--- src/rtl/ccl_pkg.sv ---
// Shared types and codes for the cursor circular list manager.
// No dependencies; imported by the core and the testbench.
package ccl_pkg;

  localparam int NODES_DEF      = 64;
  localparam int VALUE_BITS_DEF = 32;

  localparam int IN_BITS  = 48;
  localparam int OUT_BITS = 48;

  typedef logic [2:0] mode_t;
  typedef logic [2:0] status_t;

  localparam mode_t MD_CREATE   = 3'd0;
  localparam mode_t MD_INSERT   = 3'd1;
  localparam mode_t MD_DELETE   = 3'd2;
  localparam mode_t MD_FIND     = 3'd3;
  localparam mode_t MD_EMPTY    = 3'd4;
  localparam mode_t MD_DEL_LIST = 3'd5;
  localparam mode_t MD_RETRIEVE = 3'd6;

  localparam status_t ST_OK        = 3'd0;
  localparam status_t ST_NO_SPACE  = 3'd1;
  localparam status_t ST_EMPTY     = 3'd2;
  localparam status_t ST_NO_POS    = 3'd3;
  localparam status_t ST_NOT_FOUND = 3'd4;

endpackage

--- src/rtl/ccl_ram.sv ---
// Generic single-write, single-read RAM with registered read data.
// Depends on nothing; used for the node value and node link stores.
module ccl_ram #(
  parameter int WIDTH = 32,
  parameter int DEPTH = 64
) (
  input  logic                     clk,
  input  logic                     we,
  input  logic [$clog2(DEPTH)-1:0] waddr,
  input  logic [WIDTH-1:0]         wdata,
  input  logic [$clog2(DEPTH)-1:0] raddr,
  output logic [WIDTH-1:0]         rdata
);

  logic [WIDTH-1:0] mem [DEPTH];

  always_ff @(posedge clk) begin
    if (we) begin
      mem[waddr] <= wdata;
    end
    rdata <= mem[raddr];
  end

endmodule

--- src/rtl/cursor_circular_list_manager_core.sv ---
// Cursor circular list manager: node store, free list and the list sequencer.
// Depends on ccl_pkg and ccl_ram.
//
// Usage:
//   in_*  : one beat is one operation (create, insert, delete value, find,
//           make empty, delete list, retrieve). in_tready is high only while
//           the sequencer is idle; one operation is in the block at a time.
//   out_* : exactly one result beat per operation, held in an output
//           register, so the next operation is taken while it waits.
// Sequencing: create and retrieve pass the dispatch state, a store-read state and
//   the output state before the result is loaded.
//   Find, delete, insert and make empty walk the ring one node per cycle on
//   the single read port of the link/value stores (delete walks twice). A new
//   operation is taken only after the result of the last one is loaded.
// Reset: rst_n (synchronous, active low) starts a clearing pass over all nodes
//   that chains every node into the free list and zeroes the values;
//   in_tready stays low until it ends.
// Stall: a finished result waits in the output register; the sequencer
//   holds it in its final state until the register frees up.
module cursor_circular_list_manager_core #(
  parameter int NODES      = ccl_pkg::NODES_DEF,
  parameter int VALUE_BITS = ccl_pkg::VALUE_BITS_DEF
) (
  input  logic                         clk,
  input  logic                         rst_n,
  input  logic                         in_tvalid,
  output logic                         in_tready,
  // mode[2:0], list_head[8:3], position[14:9], value[46:15], zero pad[47]
  input  logic [ccl_pkg::IN_BITS-1:0]  in_tdata,
  output logic                         out_tvalid,
  input  logic                         out_tready,
  // status[2:0], result_pos[8:3], result_value[40:9], next_pos[46:41],
  // next_valid[47]
  output logic [ccl_pkg::OUT_BITS-1:0] out_tdata
);

  import ccl_pkg::*;

  localparam int AW = $clog2(NODES);
  localparam int LW = AW + 1;
  localparam int VB = VALUE_BITS;
  localparam logic [LW-1:0] NIL  = LW'(NODES);
  localparam logic [AW:0]   NCNT = (AW+1)'(NODES);

  localparam logic [1:0] WK_PRED = 2'd0;
  localparam logic [1:0] WK_SEEK = 2'd1;
  localparam logic [1:0] WK_RING = 2'd2;

  localparam logic [4:0] S_CLR  = 5'd0;
  localparam logic [4:0] S_IDLE = 5'd1;
  localparam logic [4:0] S_DISP = 5'd2;
  localparam logic [4:0] S_CR   = 5'd3;
  localparam logic [4:0] S_RT   = 5'd4;
  localparam logic [4:0] S_HEAD = 5'd5;
  localparam logic [4:0] S_WALK = 5'd6;
  localparam logic [4:0] S_IE1  = 5'd7;
  localparam logic [4:0] S_IE2  = 5'd8;
  localparam logic [4:0] S_IF1  = 5'd9;
  localparam logic [4:0] S_IF2  = 5'd10;
  localparam logic [4:0] S_IF3  = 5'd11;
  localparam logic [4:0] S_IF4  = 5'd12;
  localparam logic [4:0] S_IA1  = 5'd13;
  localparam logic [4:0] S_IA2  = 5'd14;
  localparam logic [4:0] S_IA3  = 5'd15;
  localparam logic [4:0] S_IA4  = 5'd16;
  localparam logic [4:0] S_D1   = 5'd17;
  localparam logic [4:0] S_D2   = 5'd18;
  localparam logic [4:0] S_D3   = 5'd19;
  localparam logic [4:0] S_D4   = 5'd20;
  localparam logic [4:0] S_RELC = 5'd21;
  localparam logic [4:0] S_F1   = 5'd22;
  localparam logic [4:0] S_ME1  = 5'd23;
  localparam logic [4:0] S_ME2  = 5'd24;
  localparam logic [4:0] S_ME3  = 5'd25;
  localparam logic [4:0] S_ME4  = 5'd26;
  localparam logic [4:0] S_RELH = 5'd27;
  localparam logic [4:0] S_OUT  = 5'd28;

  logic [4:0]    st_r, st_nxt, ret_r, ret_nxt;
  logic [AW:0]   cnt_r, cnt_nxt, n_r, n_nxt;
  logic [LW-1:0] fh_r, fh_nxt;
  logic [AW-1:0] ra_r, ra_nxt;
  mode_t         mode_r, mode_nxt;
  logic          bad_r, bad_nxt, pok_r, pok_nxt;
  logic [AW-1:0] h_r, h_nxt, p_r, p_nxt, t_r, t_nxt;
  logic [VB-1:0] v_r, v_nxt;
  logic [LW-1:0] first_r, first_nxt, cur_r, cur_nxt, tgt_r, tgt_nxt;
  logic [LW-1:0] c_r, c_nxt, pr_r, pr_nxt, nc_r, nc_nxt;
  logic [1:0]    wk_r, wk_nxt;
  logic          found_r, found_nxt;
  status_t       rs_r, rs_nxt;
  logic [5:0]    rp_r, rp_nxt, rn_r, rn_nxt;
  logic [31:0]   rv_r, rv_nxt;
  logic          rnv_r, rnv_nxt;
  logic          out_valid_r, out_valid_nxt;
  logic [OUT_BITS-1:0] out_data_r, out_data_nxt;

  // store ports
  logic          lwe, vwe, lram_we;
  logic [AW-1:0] lwa, vwa;
  logic [LW-1:0] lwd, link_q, lnk;
  logic [VB-1:0] vwd, value_q, val;
  logic          lbyp_r, vbyp_r;
  logic [LW-1:0] lbypd_r;
  logic [VB-1:0] vbypd_r;

  logic          space, hit;
  logic [5:0]    hd, ps;

  assign lram_we = lwe && (lwa != '0);

  ccl_ram #(.WIDTH(LW), .DEPTH(NODES)) u_link (
    .clk(clk), .we(lram_we), .waddr(lwa), .wdata(lwd), .raddr(ra_nxt), .rdata(link_q)
  );
  ccl_ram #(.WIDTH(VB), .DEPTH(NODES)) u_value (
    .clk(clk), .we(vwe), .waddr(vwa), .wdata(vwd), .raddr(ra_nxt), .rdata(value_q)
  );

  // node 0 link lives in fh_r; same-cycle write/read goes round the RAM
  assign lnk = (ra_r == '0) ? fh_r : (lbyp_r ? lbypd_r : link_q);
  assign val = vbyp_r ? vbypd_r : value_q;

  assign space = (fh_r != '0) && (fh_r < NIL);
  assign hd = in_tdata[8:3];
  assign ps = in_tdata[14:9];

  always_comb begin
    case (wk_r)
      WK_PRED: hit = (lnk == tgt_r);
      WK_SEEK: hit = (val == v_r);
      WK_RING: hit = (cur_r == {1'b0, p_r});
      default: hit = 1'b0;
    endcase
  end

  assign in_tready  = (st_r == S_IDLE);
  assign out_tvalid = out_valid_r;
  assign out_tdata  = out_data_r;

  always_comb begin
    st_nxt = st_r; ret_nxt = ret_r; cnt_nxt = cnt_r; n_nxt = n_r;
    fh_nxt = fh_r; ra_nxt = ra_r; mode_nxt = mode_r; bad_nxt = bad_r;
    pok_nxt = pok_r; h_nxt = h_r; p_nxt = p_r; t_nxt = t_r; v_nxt = v_r;
    first_nxt = first_r; cur_nxt = cur_r; tgt_nxt = tgt_r; c_nxt = c_r;
    pr_nxt = pr_r; nc_nxt = nc_r; wk_nxt = wk_r; found_nxt = found_r;
    rs_nxt = rs_r; rp_nxt = rp_r; rv_nxt = rv_r; rn_nxt = rn_r; rnv_nxt = rnv_r;
    out_valid_nxt = out_valid_r; out_data_nxt = out_data_r;
    lwe = 1'b0; lwa = '0; lwd = '0;
    vwe = 1'b0; vwa = '0; vwd = '0;

    if (out_valid_r && out_tready) begin
      out_valid_nxt = 1'b0;
    end

    case (st_r)
      S_CLR: begin
        lwe = 1'b1; lwa = cnt_r[AW-1:0]; lwd = LW'(cnt_r) + LW'(1);
        vwe = 1'b1; vwa = cnt_r[AW-1:0];
        cnt_nxt = cnt_r + 1'b1;
        if (cnt_r == NCNT - 1'b1) begin
          st_nxt = S_IDLE;
        end
      end
      S_IDLE: begin
        if (in_tvalid) begin
          mode_nxt = in_tdata[2:0];
          bad_nxt  = (hd == '0) || (32'(hd) >= 32'(NODES));
          pok_nxt  = 32'(ps) < 32'(NODES);
          h_nxt    = AW'(hd);
          p_nxt    = AW'(ps);
          v_nxt    = VB'($signed(in_tdata[46:15]));
          st_nxt   = S_DISP;
        end
      end
      S_DISP: begin
        rs_nxt = ST_OK; rp_nxt = '0; rv_nxt = '0; rn_nxt = '0; rnv_nxt = 1'b0;
        st_nxt = S_OUT;
        if (mode_r == MD_CREATE) begin
          if (!space) begin
            rs_nxt = ST_NO_SPACE;
          end else begin
            ra_nxt = fh_r[AW-1:0]; st_nxt = S_CR;
          end
        end else if (mode_r == MD_RETRIEVE) begin
          if (!pok_r) begin
            rs_nxt = ST_NO_POS;
          end else begin
            ra_nxt = p_r; st_nxt = S_RT;
          end
        end else if (bad_r || mode_r > MD_RETRIEVE) begin
          rs_nxt = ST_NO_POS;
        end else if (mode_r == MD_INSERT && !space) begin
          rs_nxt = ST_NO_SPACE;
        end else begin
          ra_nxt = h_r; st_nxt = S_HEAD;
        end
      end
      S_CR: begin
        fh_nxt = lnk;
        lwe = 1'b1; lwa = fh_r[AW-1:0]; lwd = NIL;
        rp_nxt = 6'(fh_r[AW-1:0]);
        st_nxt = S_OUT;
      end
      S_RT: begin
        rv_nxt = 32'($signed(val));
        if (lnk < NIL) begin
          rn_nxt = 6'(lnk[AW-1:0]); rnv_nxt = 1'b1;
        end
        st_nxt = S_OUT;
      end
      S_HEAD: begin
        first_nxt = lnk;
        cur_nxt = lnk; n_nxt = '0; ra_nxt = lnk[AW-1:0]; tgt_nxt = lnk;
        st_nxt = S_OUT;
        case (mode_r)
          MD_INSERT: begin
            if (lnk >= NIL) begin
              if (pok_r && p_r == h_r) begin
                ra_nxt = fh_r[AW-1:0]; st_nxt = S_IE1;
              end else begin
                rs_nxt = ST_NO_POS;
              end
            end else if (pok_r && p_r == h_r) begin
              wk_nxt = WK_PRED; ret_nxt = S_IF1; st_nxt = S_WALK;
            end else if (pok_r) begin
              wk_nxt = WK_RING; ret_nxt = S_IA1; st_nxt = S_WALK;
            end else begin
              rs_nxt = ST_NO_POS;
            end
          end
          MD_DELETE, MD_FIND: begin
            if (lnk >= NIL) begin
              rs_nxt = ST_EMPTY;
            end else begin
              wk_nxt = WK_SEEK; st_nxt = S_WALK;
              ret_nxt = (mode_r == MD_DELETE) ? S_D1 : S_F1;
            end
          end
          default: begin
            if (lnk >= NIL) begin
              st_nxt = (mode_r == MD_DEL_LIST) ? S_RELH : S_OUT;
            end else begin
              st_nxt = S_ME1;
            end
          end
        endcase
      end
      S_WALK: begin
        if (n_r >= NCNT || cur_r >= NIL) begin
          found_nxt = 1'b0; st_nxt = ret_r;
        end else if (hit) begin
          found_nxt = 1'b1; st_nxt = ret_r;
        end else if (lnk == first_r) begin
          found_nxt = 1'b0; st_nxt = ret_r;
        end else begin
          cur_nxt = lnk; ra_nxt = lnk[AW-1:0]; n_nxt = n_r + 1'b1;
        end
      end
      S_IE1: begin
        t_nxt = fh_r[AW-1:0]; fh_nxt = lnk;
        vwe = 1'b1; vwa = fh_r[AW-1:0]; vwd = v_r;
        lwe = 1'b1; lwa = fh_r[AW-1:0]; lwd = fh_r;
        st_nxt = S_IE2;
      end
      S_IE2: begin
        lwe = 1'b1; lwa = h_r; lwd = {1'b0, t_r};
        st_nxt = S_OUT;
      end
      S_IF1: begin
        if (!found_r) begin
          rs_nxt = ST_NO_POS; st_nxt = S_OUT;
        end else begin
          pr_nxt = cur_r; ra_nxt = fh_r[AW-1:0]; st_nxt = S_IF2;
        end
      end
      S_IF2: begin
        t_nxt = fh_r[AW-1:0]; fh_nxt = lnk;
        vwe = 1'b1; vwa = fh_r[AW-1:0]; vwd = v_r;
        lwe = 1'b1; lwa = fh_r[AW-1:0]; lwd = first_r;
        st_nxt = S_IF3;
      end
      S_IF3: begin
        lwe = 1'b1; lwa = pr_r[AW-1:0]; lwd = {1'b0, t_r};
        st_nxt = S_IF4;
      end
      S_IF4: begin
        lwe = 1'b1; lwa = h_r; lwd = {1'b0, t_r};
        st_nxt = S_OUT;
      end
      S_IA1: begin
        if (!found_r) begin
          rs_nxt = ST_NO_POS; st_nxt = S_OUT;
        end else begin
          ra_nxt = fh_r[AW-1:0]; st_nxt = S_IA2;
        end
      end
      S_IA2: begin
        t_nxt = fh_r[AW-1:0]; fh_nxt = lnk;
        vwe = 1'b1; vwa = fh_r[AW-1:0]; vwd = v_r;
        ra_nxt = p_r; st_nxt = S_IA3;
      end
      S_IA3: begin
        lwe = 1'b1; lwa = t_r; lwd = lnk;
        st_nxt = S_IA4;
      end
      S_IA4: begin
        lwe = 1'b1; lwa = p_r; lwd = {1'b0, t_r};
        st_nxt = S_OUT;
      end
      S_D1: begin
        if (!found_r) begin
          rs_nxt = ST_NOT_FOUND; st_nxt = S_OUT;
        end else begin
          c_nxt = cur_r; tgt_nxt = cur_r; wk_nxt = WK_PRED;
          cur_nxt = first_r; n_nxt = '0; ra_nxt = first_r[AW-1:0];
          ret_nxt = S_D2; st_nxt = S_WALK;
        end
      end
      S_D2: begin
        if (!found_r) begin
          rs_nxt = ST_NOT_FOUND; st_nxt = S_OUT;
        end else if (cur_r == c_r) begin
          lwe = 1'b1; lwa = h_r; lwd = NIL;
          st_nxt = S_RELC;
        end else begin
          pr_nxt = cur_r; ra_nxt = c_r[AW-1:0]; st_nxt = S_D3;
        end
      end
      S_D3: begin
        nc_nxt = lnk;
        lwe = 1'b1; lwa = pr_r[AW-1:0]; lwd = lnk;
        st_nxt = S_D4;
      end
      S_D4: begin
        if (c_r == first_r) begin
          lwe = 1'b1; lwa = h_r; lwd = nc_r;
        end
        st_nxt = S_RELC;
      end
      S_RELC: begin
        if (c_r != '0 && c_r < NIL) begin
          lwe = 1'b1; lwa = c_r[AW-1:0]; lwd = fh_r; fh_nxt = c_r;
        end
        st_nxt = S_OUT;
      end
      S_F1: begin
        if (found_r) begin
          rp_nxt = 6'(cur_r[AW-1:0]);
        end else begin
          rs_nxt = ST_NOT_FOUND;
        end
        st_nxt = S_OUT;
      end
      S_ME1: begin
        cur_nxt = lnk; n_nxt = '0; ra_nxt = lnk[AW-1:0]; st_nxt = S_ME2;
      end
      S_ME2: begin
        if (n_r < NCNT && cur_r < NIL && cur_r != first_r) begin
          if (cur_r != '0) begin
            lwe = 1'b1; lwa = cur_r[AW-1:0]; lwd = fh_r; fh_nxt = cur_r;
          end
          cur_nxt = lnk; ra_nxt = lnk[AW-1:0]; n_nxt = n_r + 1'b1;
        end else begin
          st_nxt = S_ME3;
        end
      end
      S_ME3: begin
        if (first_r != '0 && first_r < NIL) begin
          lwe = 1'b1; lwa = first_r[AW-1:0]; lwd = fh_r; fh_nxt = first_r;
        end
        st_nxt = S_ME4;
      end
      S_ME4: begin
        lwe = 1'b1; lwa = h_r; lwd = NIL;
        st_nxt = (mode_r == MD_DEL_LIST) ? S_RELH : S_OUT;
      end
      S_RELH: begin
        lwe = 1'b1; lwa = h_r; lwd = fh_r; fh_nxt = {1'b0, h_r};
        st_nxt = S_OUT;
      end
      S_OUT: begin
        if (!out_valid_r || out_tready) begin
          out_valid_nxt = 1'b1;
          out_data_nxt  = {rnv_r, rn_r, rv_r, rp_r, rs_r};
          st_nxt = S_IDLE;
        end
      end
      default: st_nxt = S_IDLE;
    endcase

    // link of node 0 is the free-list head register
    if (lwe && lwa == '0) begin
      fh_nxt = lwd;
    end
  end

  always_ff @(posedge clk) begin
    if (!rst_n) begin
      st_r        <= S_CLR;
      cnt_r       <= '0;
      fh_r        <= NIL;
      out_valid_r <= 1'b0;
      ra_r        <= '0;
      lbyp_r      <= 1'b0;
      vbyp_r      <= 1'b0;
    end else begin
      st_r        <= st_nxt;
      cnt_r       <= cnt_nxt;
      fh_r        <= fh_nxt;
      out_valid_r <= out_valid_nxt;
      ra_r        <= ra_nxt;
      lbyp_r      <= lram_we && (lwa == ra_nxt);
      vbyp_r      <= vwe && (vwa == ra_nxt);
    end
    lbypd_r <= lwd;     vbypd_r <= vwd;
    ret_r <= ret_nxt;   n_r <= n_nxt;       mode_r <= mode_nxt;
    bad_r <= bad_nxt;   pok_r <= pok_nxt;   h_r <= h_nxt;
    p_r <= p_nxt;       t_r <= t_nxt;       v_r <= v_nxt;
    first_r <= first_nxt; cur_r <= cur_nxt; tgt_r <= tgt_nxt;
    c_r <= c_nxt;       pr_r <= pr_nxt;     nc_r <= nc_nxt;
    wk_r <= wk_nxt;     found_r <= found_nxt;
    rs_r <= rs_nxt;     rp_r <= rp_nxt;     rv_r <= rv_nxt;
    rn_r <= rn_nxt;     rnv_r <= rnv_nxt;   out_data_r <= out_data_nxt;
  end

  a_accept_dispatch : assert property (@(posedge clk) disable iff (!rst_n)
    (in_tvalid && in_tready) |=> (st_r == S_DISP))
    else $error("accepted beat not dispatched");

  a_walk_bound : assert property (@(posedge clk) disable iff (!rst_n)
    (st_r == S_WALK) |-> (n_r <= NCNT))
    else $error("ring walk ran past node count");

  a_result_load : assert property (@(posedge clk) disable iff (!rst_n)
    (st_r == S_OUT && (!out_valid_r || out_tready)) |=> (out_valid_r && in_tready))
    else $error("result not loaded on free output slot");

  a_walk_step : assert property (@(posedge clk) disable iff (!rst_n)
    (st_r == S_WALK && $past(st_r) == S_WALK) |-> (n_r == $past(n_r) + 1'b1))
    else $error("walk counter out of step");

endmodule

--- config.mk ---
export PLATFORM = sky130hd
export DESIGN_NAME = cursor_circular_list_manager_core
export DESIGN_NICKNAME = d
export VERILOG_FILES = /design/src/rtl/ccl_pkg.sv /design/src/rtl/ccl_ram.sv /design/src/rtl/cursor_circular_list_manager_core.sv
export SDC_FILE = /design/constraint.sdc
export NUM_CORES = 2
export LEC_CHECK = 0
export BUFFER_PORTS_ARGS = -buffer_cell sky130_fd_sc_hd__buf_4
export CAP_MARGIN = 20
export CORE_MARGIN = 2
export CORE_UTILIZATION = 40
export CTS_CLUSTER_DIAMETER = 60
export DETAILED_ROUTE_END_ITERATION = 10
export SETUP_SLACK_MARGIN = 0.4
export SYNTH_ARGS = -nofsm -noshare
export SYNTH_HDL_FRONTEND = slang
export SYNTH_HIERARCHICAL = 1
export SYNTH_SLANG_ARGS = --single-unit
--- constraint.sdc ---
create_clock -name clk -period 5.8 [get_ports clk]
set_input_delay 1.16 -clock clk [delete_from_list [all_inputs] [get_ports clk]]
set_output_delay 1.16 -clock clk [all_outputs]
set_load 0.03 [all_outputs]
==> impl_table.tex <==
\begin{tabular}{lr}
\hline
Metric & Value \\
\hline
\multicolumn{2}{l}{\textbf{Status}} \\
\quad Status & finished, final reports clean \\
\multicolumn{2}{l}{\textbf{Timing}} \\
\quad Number of hold-slack violations in the final timing report & 0 \\
\quad Final setup vio count & 0 \\
\quad Minimum clock period & 5.28 ns \\
\quad Accumulated negative setup slack & 0 ns \\
\quad Transition time of the tightest slew-check pin & 1.17 ns \\
\quad RSZ-0062 raised after global routing & yes \\
\quad Headroom to the max-slew limit & around 21\% \\
\quad Achievable frequency & about 0.19 GHz \\
\quad Worst-case hold slack & between 0.4 and 0.5 ns \\
\quad Final worst clock skew & 0.0575 ns \\
\quad Max-slew violation count & 0 \\
\quad Final critical-path share of the clock period & around 91\% \\
\quad Minimum setup slack in the final design & about 0.52 ns \\
\multicolumn{2}{l}{\textbf{Detailed routing}} \\
\quad Number of nets with antenna violations after routing & 0 \\
\quad Met3 layer wire length in the routed design & 29200 um \\
\quad Length of the first detailed-routing pass in iterations & 6 \\
\quad Met2 wire length & roughly 150000 um \\
\quad Count of vias placed by the detailed router & about 61000 \\
\quad Routed wire length per instance & roughly 30 um \\
\quad Routed vias/inst & approximately 5.9 \\
\quad Number of DRC markers after the initial detailed-route iteration & around 7900 \\
\quad Wl on met1 & $\sim$130000 um \\
\quad Total wirelength of the detailed-routed design & about 320000 um \\
\quad Remaining routing DRC violations & 0 \\
\quad Max layer used & met5 \\
\multicolumn{2}{l}{\textbf{Worst setup path}} \\
\quad Endpoint type of the worst setup path & flop \\
\quad Critical path peak fanout & 11 \\
\quad Startpoint type of the worst setup path & flop \\
\quad Required time of the critical path & approximately 6.5 ns \\
\quad Category of the critical setup timing path & reg -> reg \\
\quad Data arrival time of the critical path & roughly 6.0 ns \\
\multicolumn{2}{l}{\textbf{Clock network}} \\
\quad Clock slew at reported path FFs & around 0.060 ns \\
\quad Num CTS Buffers & between 200 and 300 \\
\quad Clock net sink count & 2808 \\
\quad Maximum clock insertion buffer count & 4 \\
\quad H-tree levels & 5 \\
\quad Clock insertion delay at the later pin of the skew report & between 0.8 and 0.9 ns \\
\quad CTS tree & yes \\
\quad Clock root cell & sky130\_fd\_sc\_hd\_\_clkbuf\_16 \\
\multicolumn{2}{l}{\textbf{Synth}} \\
\quad Leading cell types by total area after synthesis & sky130\_fd\_sc\_hd\_\_edfxtp\_1 73\%, sky130\_fd\_sc\_hd\_\_mux4\_2 11\%, sky130\_fd\_sc\_hd\_\_mux2i\_1 2.3\%, sky130\_fd\_sc\_hd\_\_dfxtp\_1 1.9\%, sky130\_fd\_sc\_hd\_\_nor2\_1 1.0\% \\
\quad Post-synthesis async set-or-reset flop share & 0\% \\
\quad Biggest area consumer among synthesized cells & sky130\_fd\_sc\_hd\_\_edfxtp\_1 \\
\quad Yosys warning total & 6 \\
\quad Gate count of the mapped netlist & roughly 5700 \\
\quad Number of distinct standard cells referenced by the synthesized netlist & 90 \\
\quad Synth top area share & between 70\% and 80\% \\
\quad Top flip-flop cell by instance count after synthesis & sky130\_fd\_sc\_hd\_\_edfxtp\_1 \\
\quad Mean post-synth cell area & 19.4 um\^{}2 \\
\quad Mapped Area & about 110000 um\^{}2 \\
\quad Syn Nets & 5752 \\
\quad Flip-flop and latch count after synthesis & roughly 2800 \\
\quad Number of enable-type register cells in the synthesized netlist & about 2700 \\
\quad Sequential area share after synthesis & around three quarters \\
\multicolumn{2}{l}{\textbf{Global route}} \\
\quad First-pass GRT wire length & between 400000 and 500000 um \\
\quad Gr ovfl total & 0 \\
\quad Largest net degree at the start of global routing & 67 \\
\quad Vias in the first global route & slightly below 60000 \\
\quad Antenna violations before repair & 27 \\
\quad All-Layer GR Usage & between 20\% and 30\% \\
\multicolumn{2}{l}{\textbf{Run}} \\
\quad Total of max-cap violations & 0 \\
\multicolumn{2}{l}{\textbf{Layout}} \\
\quad Area growth from synthesis to layout & 17.6\% \\
\quad Most common cell after layout, fill and taps aside & sky130\_fd\_sc\_hd\_\_edfxtp\_1 \\
\quad Most frequent cells in the layout & 2702 x sky130\_fd\_sc\_hd\_\_edfxtp\_1, 663 x sky130\_fd\_sc\_hd\_\_buf\_4, 558 x sky130\_fd\_sc\_hd\_\_mux4\_2, 292 x sky130\_fd\_sc\_hd\_\_clkbuf\_16, 242 x sky130\_fd\_sc\_hd\_\_mux2i\_1 \\
\quad Fill cell total of the finished layout & around 23000 \\
\quad Cell Count, Final, Fillers Out & about 10000 \\
\quad Final net count & between 6000 and 7000 \\
\quad Fraction of layout instances using a drive strength above 1 & just under 30\% \\
\multicolumn{2}{l}{\textbf{Power}} \\
\quad Lkg Pwr & between 40 and 50 nW \\
\quad Maximum vdd drop & approximately 0.48 mV \\
\quad Pwr dens & just over 600 nW/um\^{}2 \\
\quad Total power draw & between 80 and 90 mW \\
\multicolumn{2}{l}{\textbf{Place}} \\
\quad Half-perimeter wire length of the detailed placement result & 201000 um \\
\quad Number of instances in the placed design & just under 10000 \\
\quad Worst slack after detailed placement & -0.0446 ns \\
\quad Count of port buffers added during placement & 100 \\
\quad Last weighted congestion value of the routability-driven placer & roughly 0.91 \\
\multicolumn{2}{l}{\textbf{Floorplan}} \\
\quad Die Wd & approximately 530 um \\
\quad DIE HEIGHT & roughly 530 um \\
\quad Starting density of the core & 40.1\% \\
\quad Area of the die & roughly 280000 um\^{}2 \\
\quad Core region area & between 200000 and 300000 um\^{}2 \\
\quad Count of boundary I/O pins & 102 \\
\quad Number of rows in the core area & a little under 200 \\
\multicolumn{2}{l}{\textbf{Hold path}} \\
\quad Type of the tightest min-delay check & reg -> reg \\
\hline
\end{tabular}
-- cell families (layout without fill, tap and decap cells) --
family | after synthesis | count (layout) | share of synthesized area [%]
flip-flops | 2808 | 2808 | 75.2
AND/OR/NAND/NOR | 854 | 854 | 3.82
multiplexers | 818 | 818 | 13.7
AO/OA/AOI/OAI | 728 | 728 | 4.67
buffers and inverters | 396 | 1311 | 1.89
XOR/XNOR | 90 | 90 | 0.712
adder cells (fa/ha/maj) | 3 | 3 | 0.0339
other | 0 | 5 | 0
-- power breakdown --
part | switching (mW) | internal [mW]
Combinational | 22.1 | 16.6
Clock | 7.63 | 10.2
Sequential | 0.467 | 23.9
Total | 30.2 | 50.8
-- repair_timing --
| item | 4_1_cts | 5_1_grt |
|---|---|---|
| gates resized for setup | 12 | 42 |
| cloned | 0 | 2 |
| hold buffers | 0 | 0 |
| pin swaps | 0 | 4 |
| setup endpoints to repair | 36 | 38 |
| buffers inserted | 0 | 6 |
-- cells in the mapped netlist, drive strengths merged, types with 8 or more instances --
library cell  number
or4               12
xnor2             49
mux4             558
edfxtp          2702
inv               48
clkbuf           168
nand2            147
a31oi             22
nand3b            22
nor2b             33
a22oi            142
o211ai            27
a21boi             8
o22ai             66
or2               23
xor2              41
and3              15
o221ai            34
o2111ai            9
nand2b            29
buf              179
mux2i            254
nor2             309
nand4             14
o31ai             14
a22o              26
nor3              51
or3               11
a211oi            36
dfxtp            106
o21ai            115
a311o             12
nand3             81
a221o             11
nor3b              9
a211o             22
nor4              25
and2              44
a221oi            18
o22a              12
or3b              11
a21oi             95
a222oi             9
-- area by class of cell --
| class | count | area [um^2] | area share, % |
|---|---|---|---|
| multi-input cells | 2493 | 26200 | 20.1 |
| inverters | 49 | 198 | 0.152 |
| flip-flops and latches | 2808 | 83300 | 64.0 |
| clock inverters | 151 | 1370 | 1.05 |
| diodes | 5 | 12.5 | 0.00961 |
| well taps | 3705 | 4640 | 3.56 |
| repair buffers | 764 | 6960 | 5.35 |
| clock buffers | 347 | 7540 | 5.79 |
-- critical path, stage by stage, from the launching register on --
cell	delay [ns]
sky130_fd_sc_hd__dfxtp_1	0.31
sky130_fd_sc_hd__or4_4	0.59
sky130_fd_sc_hd__buf_4	0.20
sky130_fd_sc_hd__or4_1	0.40
sky130_fd_sc_hd__o2111ai_1	0.13
sky130_fd_sc_hd__nand3b_1	0.16
sky130_fd_sc_hd__nor4_4	0.28
sky130_fd_sc_hd__buf_4	0.18
sky130_fd_sc_hd__nor4_4	0.06
sky130_fd_sc_hd__buf_4	0.15
sky130_fd_sc_hd__buf_4	0.16
sky130_fd_sc_hd__o31ai_4	0.21
sky130_fd_sc_hd__and3_1	0.21
sky130_fd_sc_hd__o2bb2ai_2	0.13
sky130_fd_sc_hd__bufinv_8	0.26
sky130_fd_sc_hd__and2_2	0.26
sky130_fd_sc_hd__buf_12	0.16
sky130_fd_sc_hd__buf_4	0.18
sky130_fd_sc_hd__buf_4	0.18
sky130_fd_sc_hd__a22oi_1	0.16
sky130_fd_sc_hd__nand3_1	0.39
sky130_fd_sc_hd__and3_1	0.34
-- worst paths after layout --
| check | cells after the start | endpoint | slack [ns] | start |
|---|---|---|---|---|
| hold / removal | 0 | out_tdata[22] | 0.42 | rv_r[13] |
| setup / recovery | 21 | u_value/rdata[3] | 0.52 | ra_r[5] |
| setup reg to reg | 21 | u_value/rdata[3] | 0.52 | ra_r[5] |
| hold reg to reg | 0 | out_tdata[22] | 0.42 | rv_r[13] |
-- metal layers --
metal	vias to the layer above	track usage [%]
met1	32100	31.6
met3	478	3.78
met4	10	6.43
met5	-	0
met2	3050	34.7
li1	24900	-
-- through the flow --
| step | area [um^2] | util, % |
|---|---|---|
| floorplan | 111000 | - |
| global placement | 121000 | 43.8 |
| detailed placement | 121000 | 43.8 |
| CTS | 130000 | 47.0 |
| global route | 130000 | 47.2 |
| finish | 130000 | 47.2 |
-- flip-flops by register name, summed over array words and instances, names as in the netlist, 32 cells and up --
name / flops
u_link/mem: 448
vbypd_r: 32
u_value/mem: 2048
v_r: 32
rv_r: 32
u_value/rdata: 32
out_tdata: 48
Power figures use the tool's default switching activity.
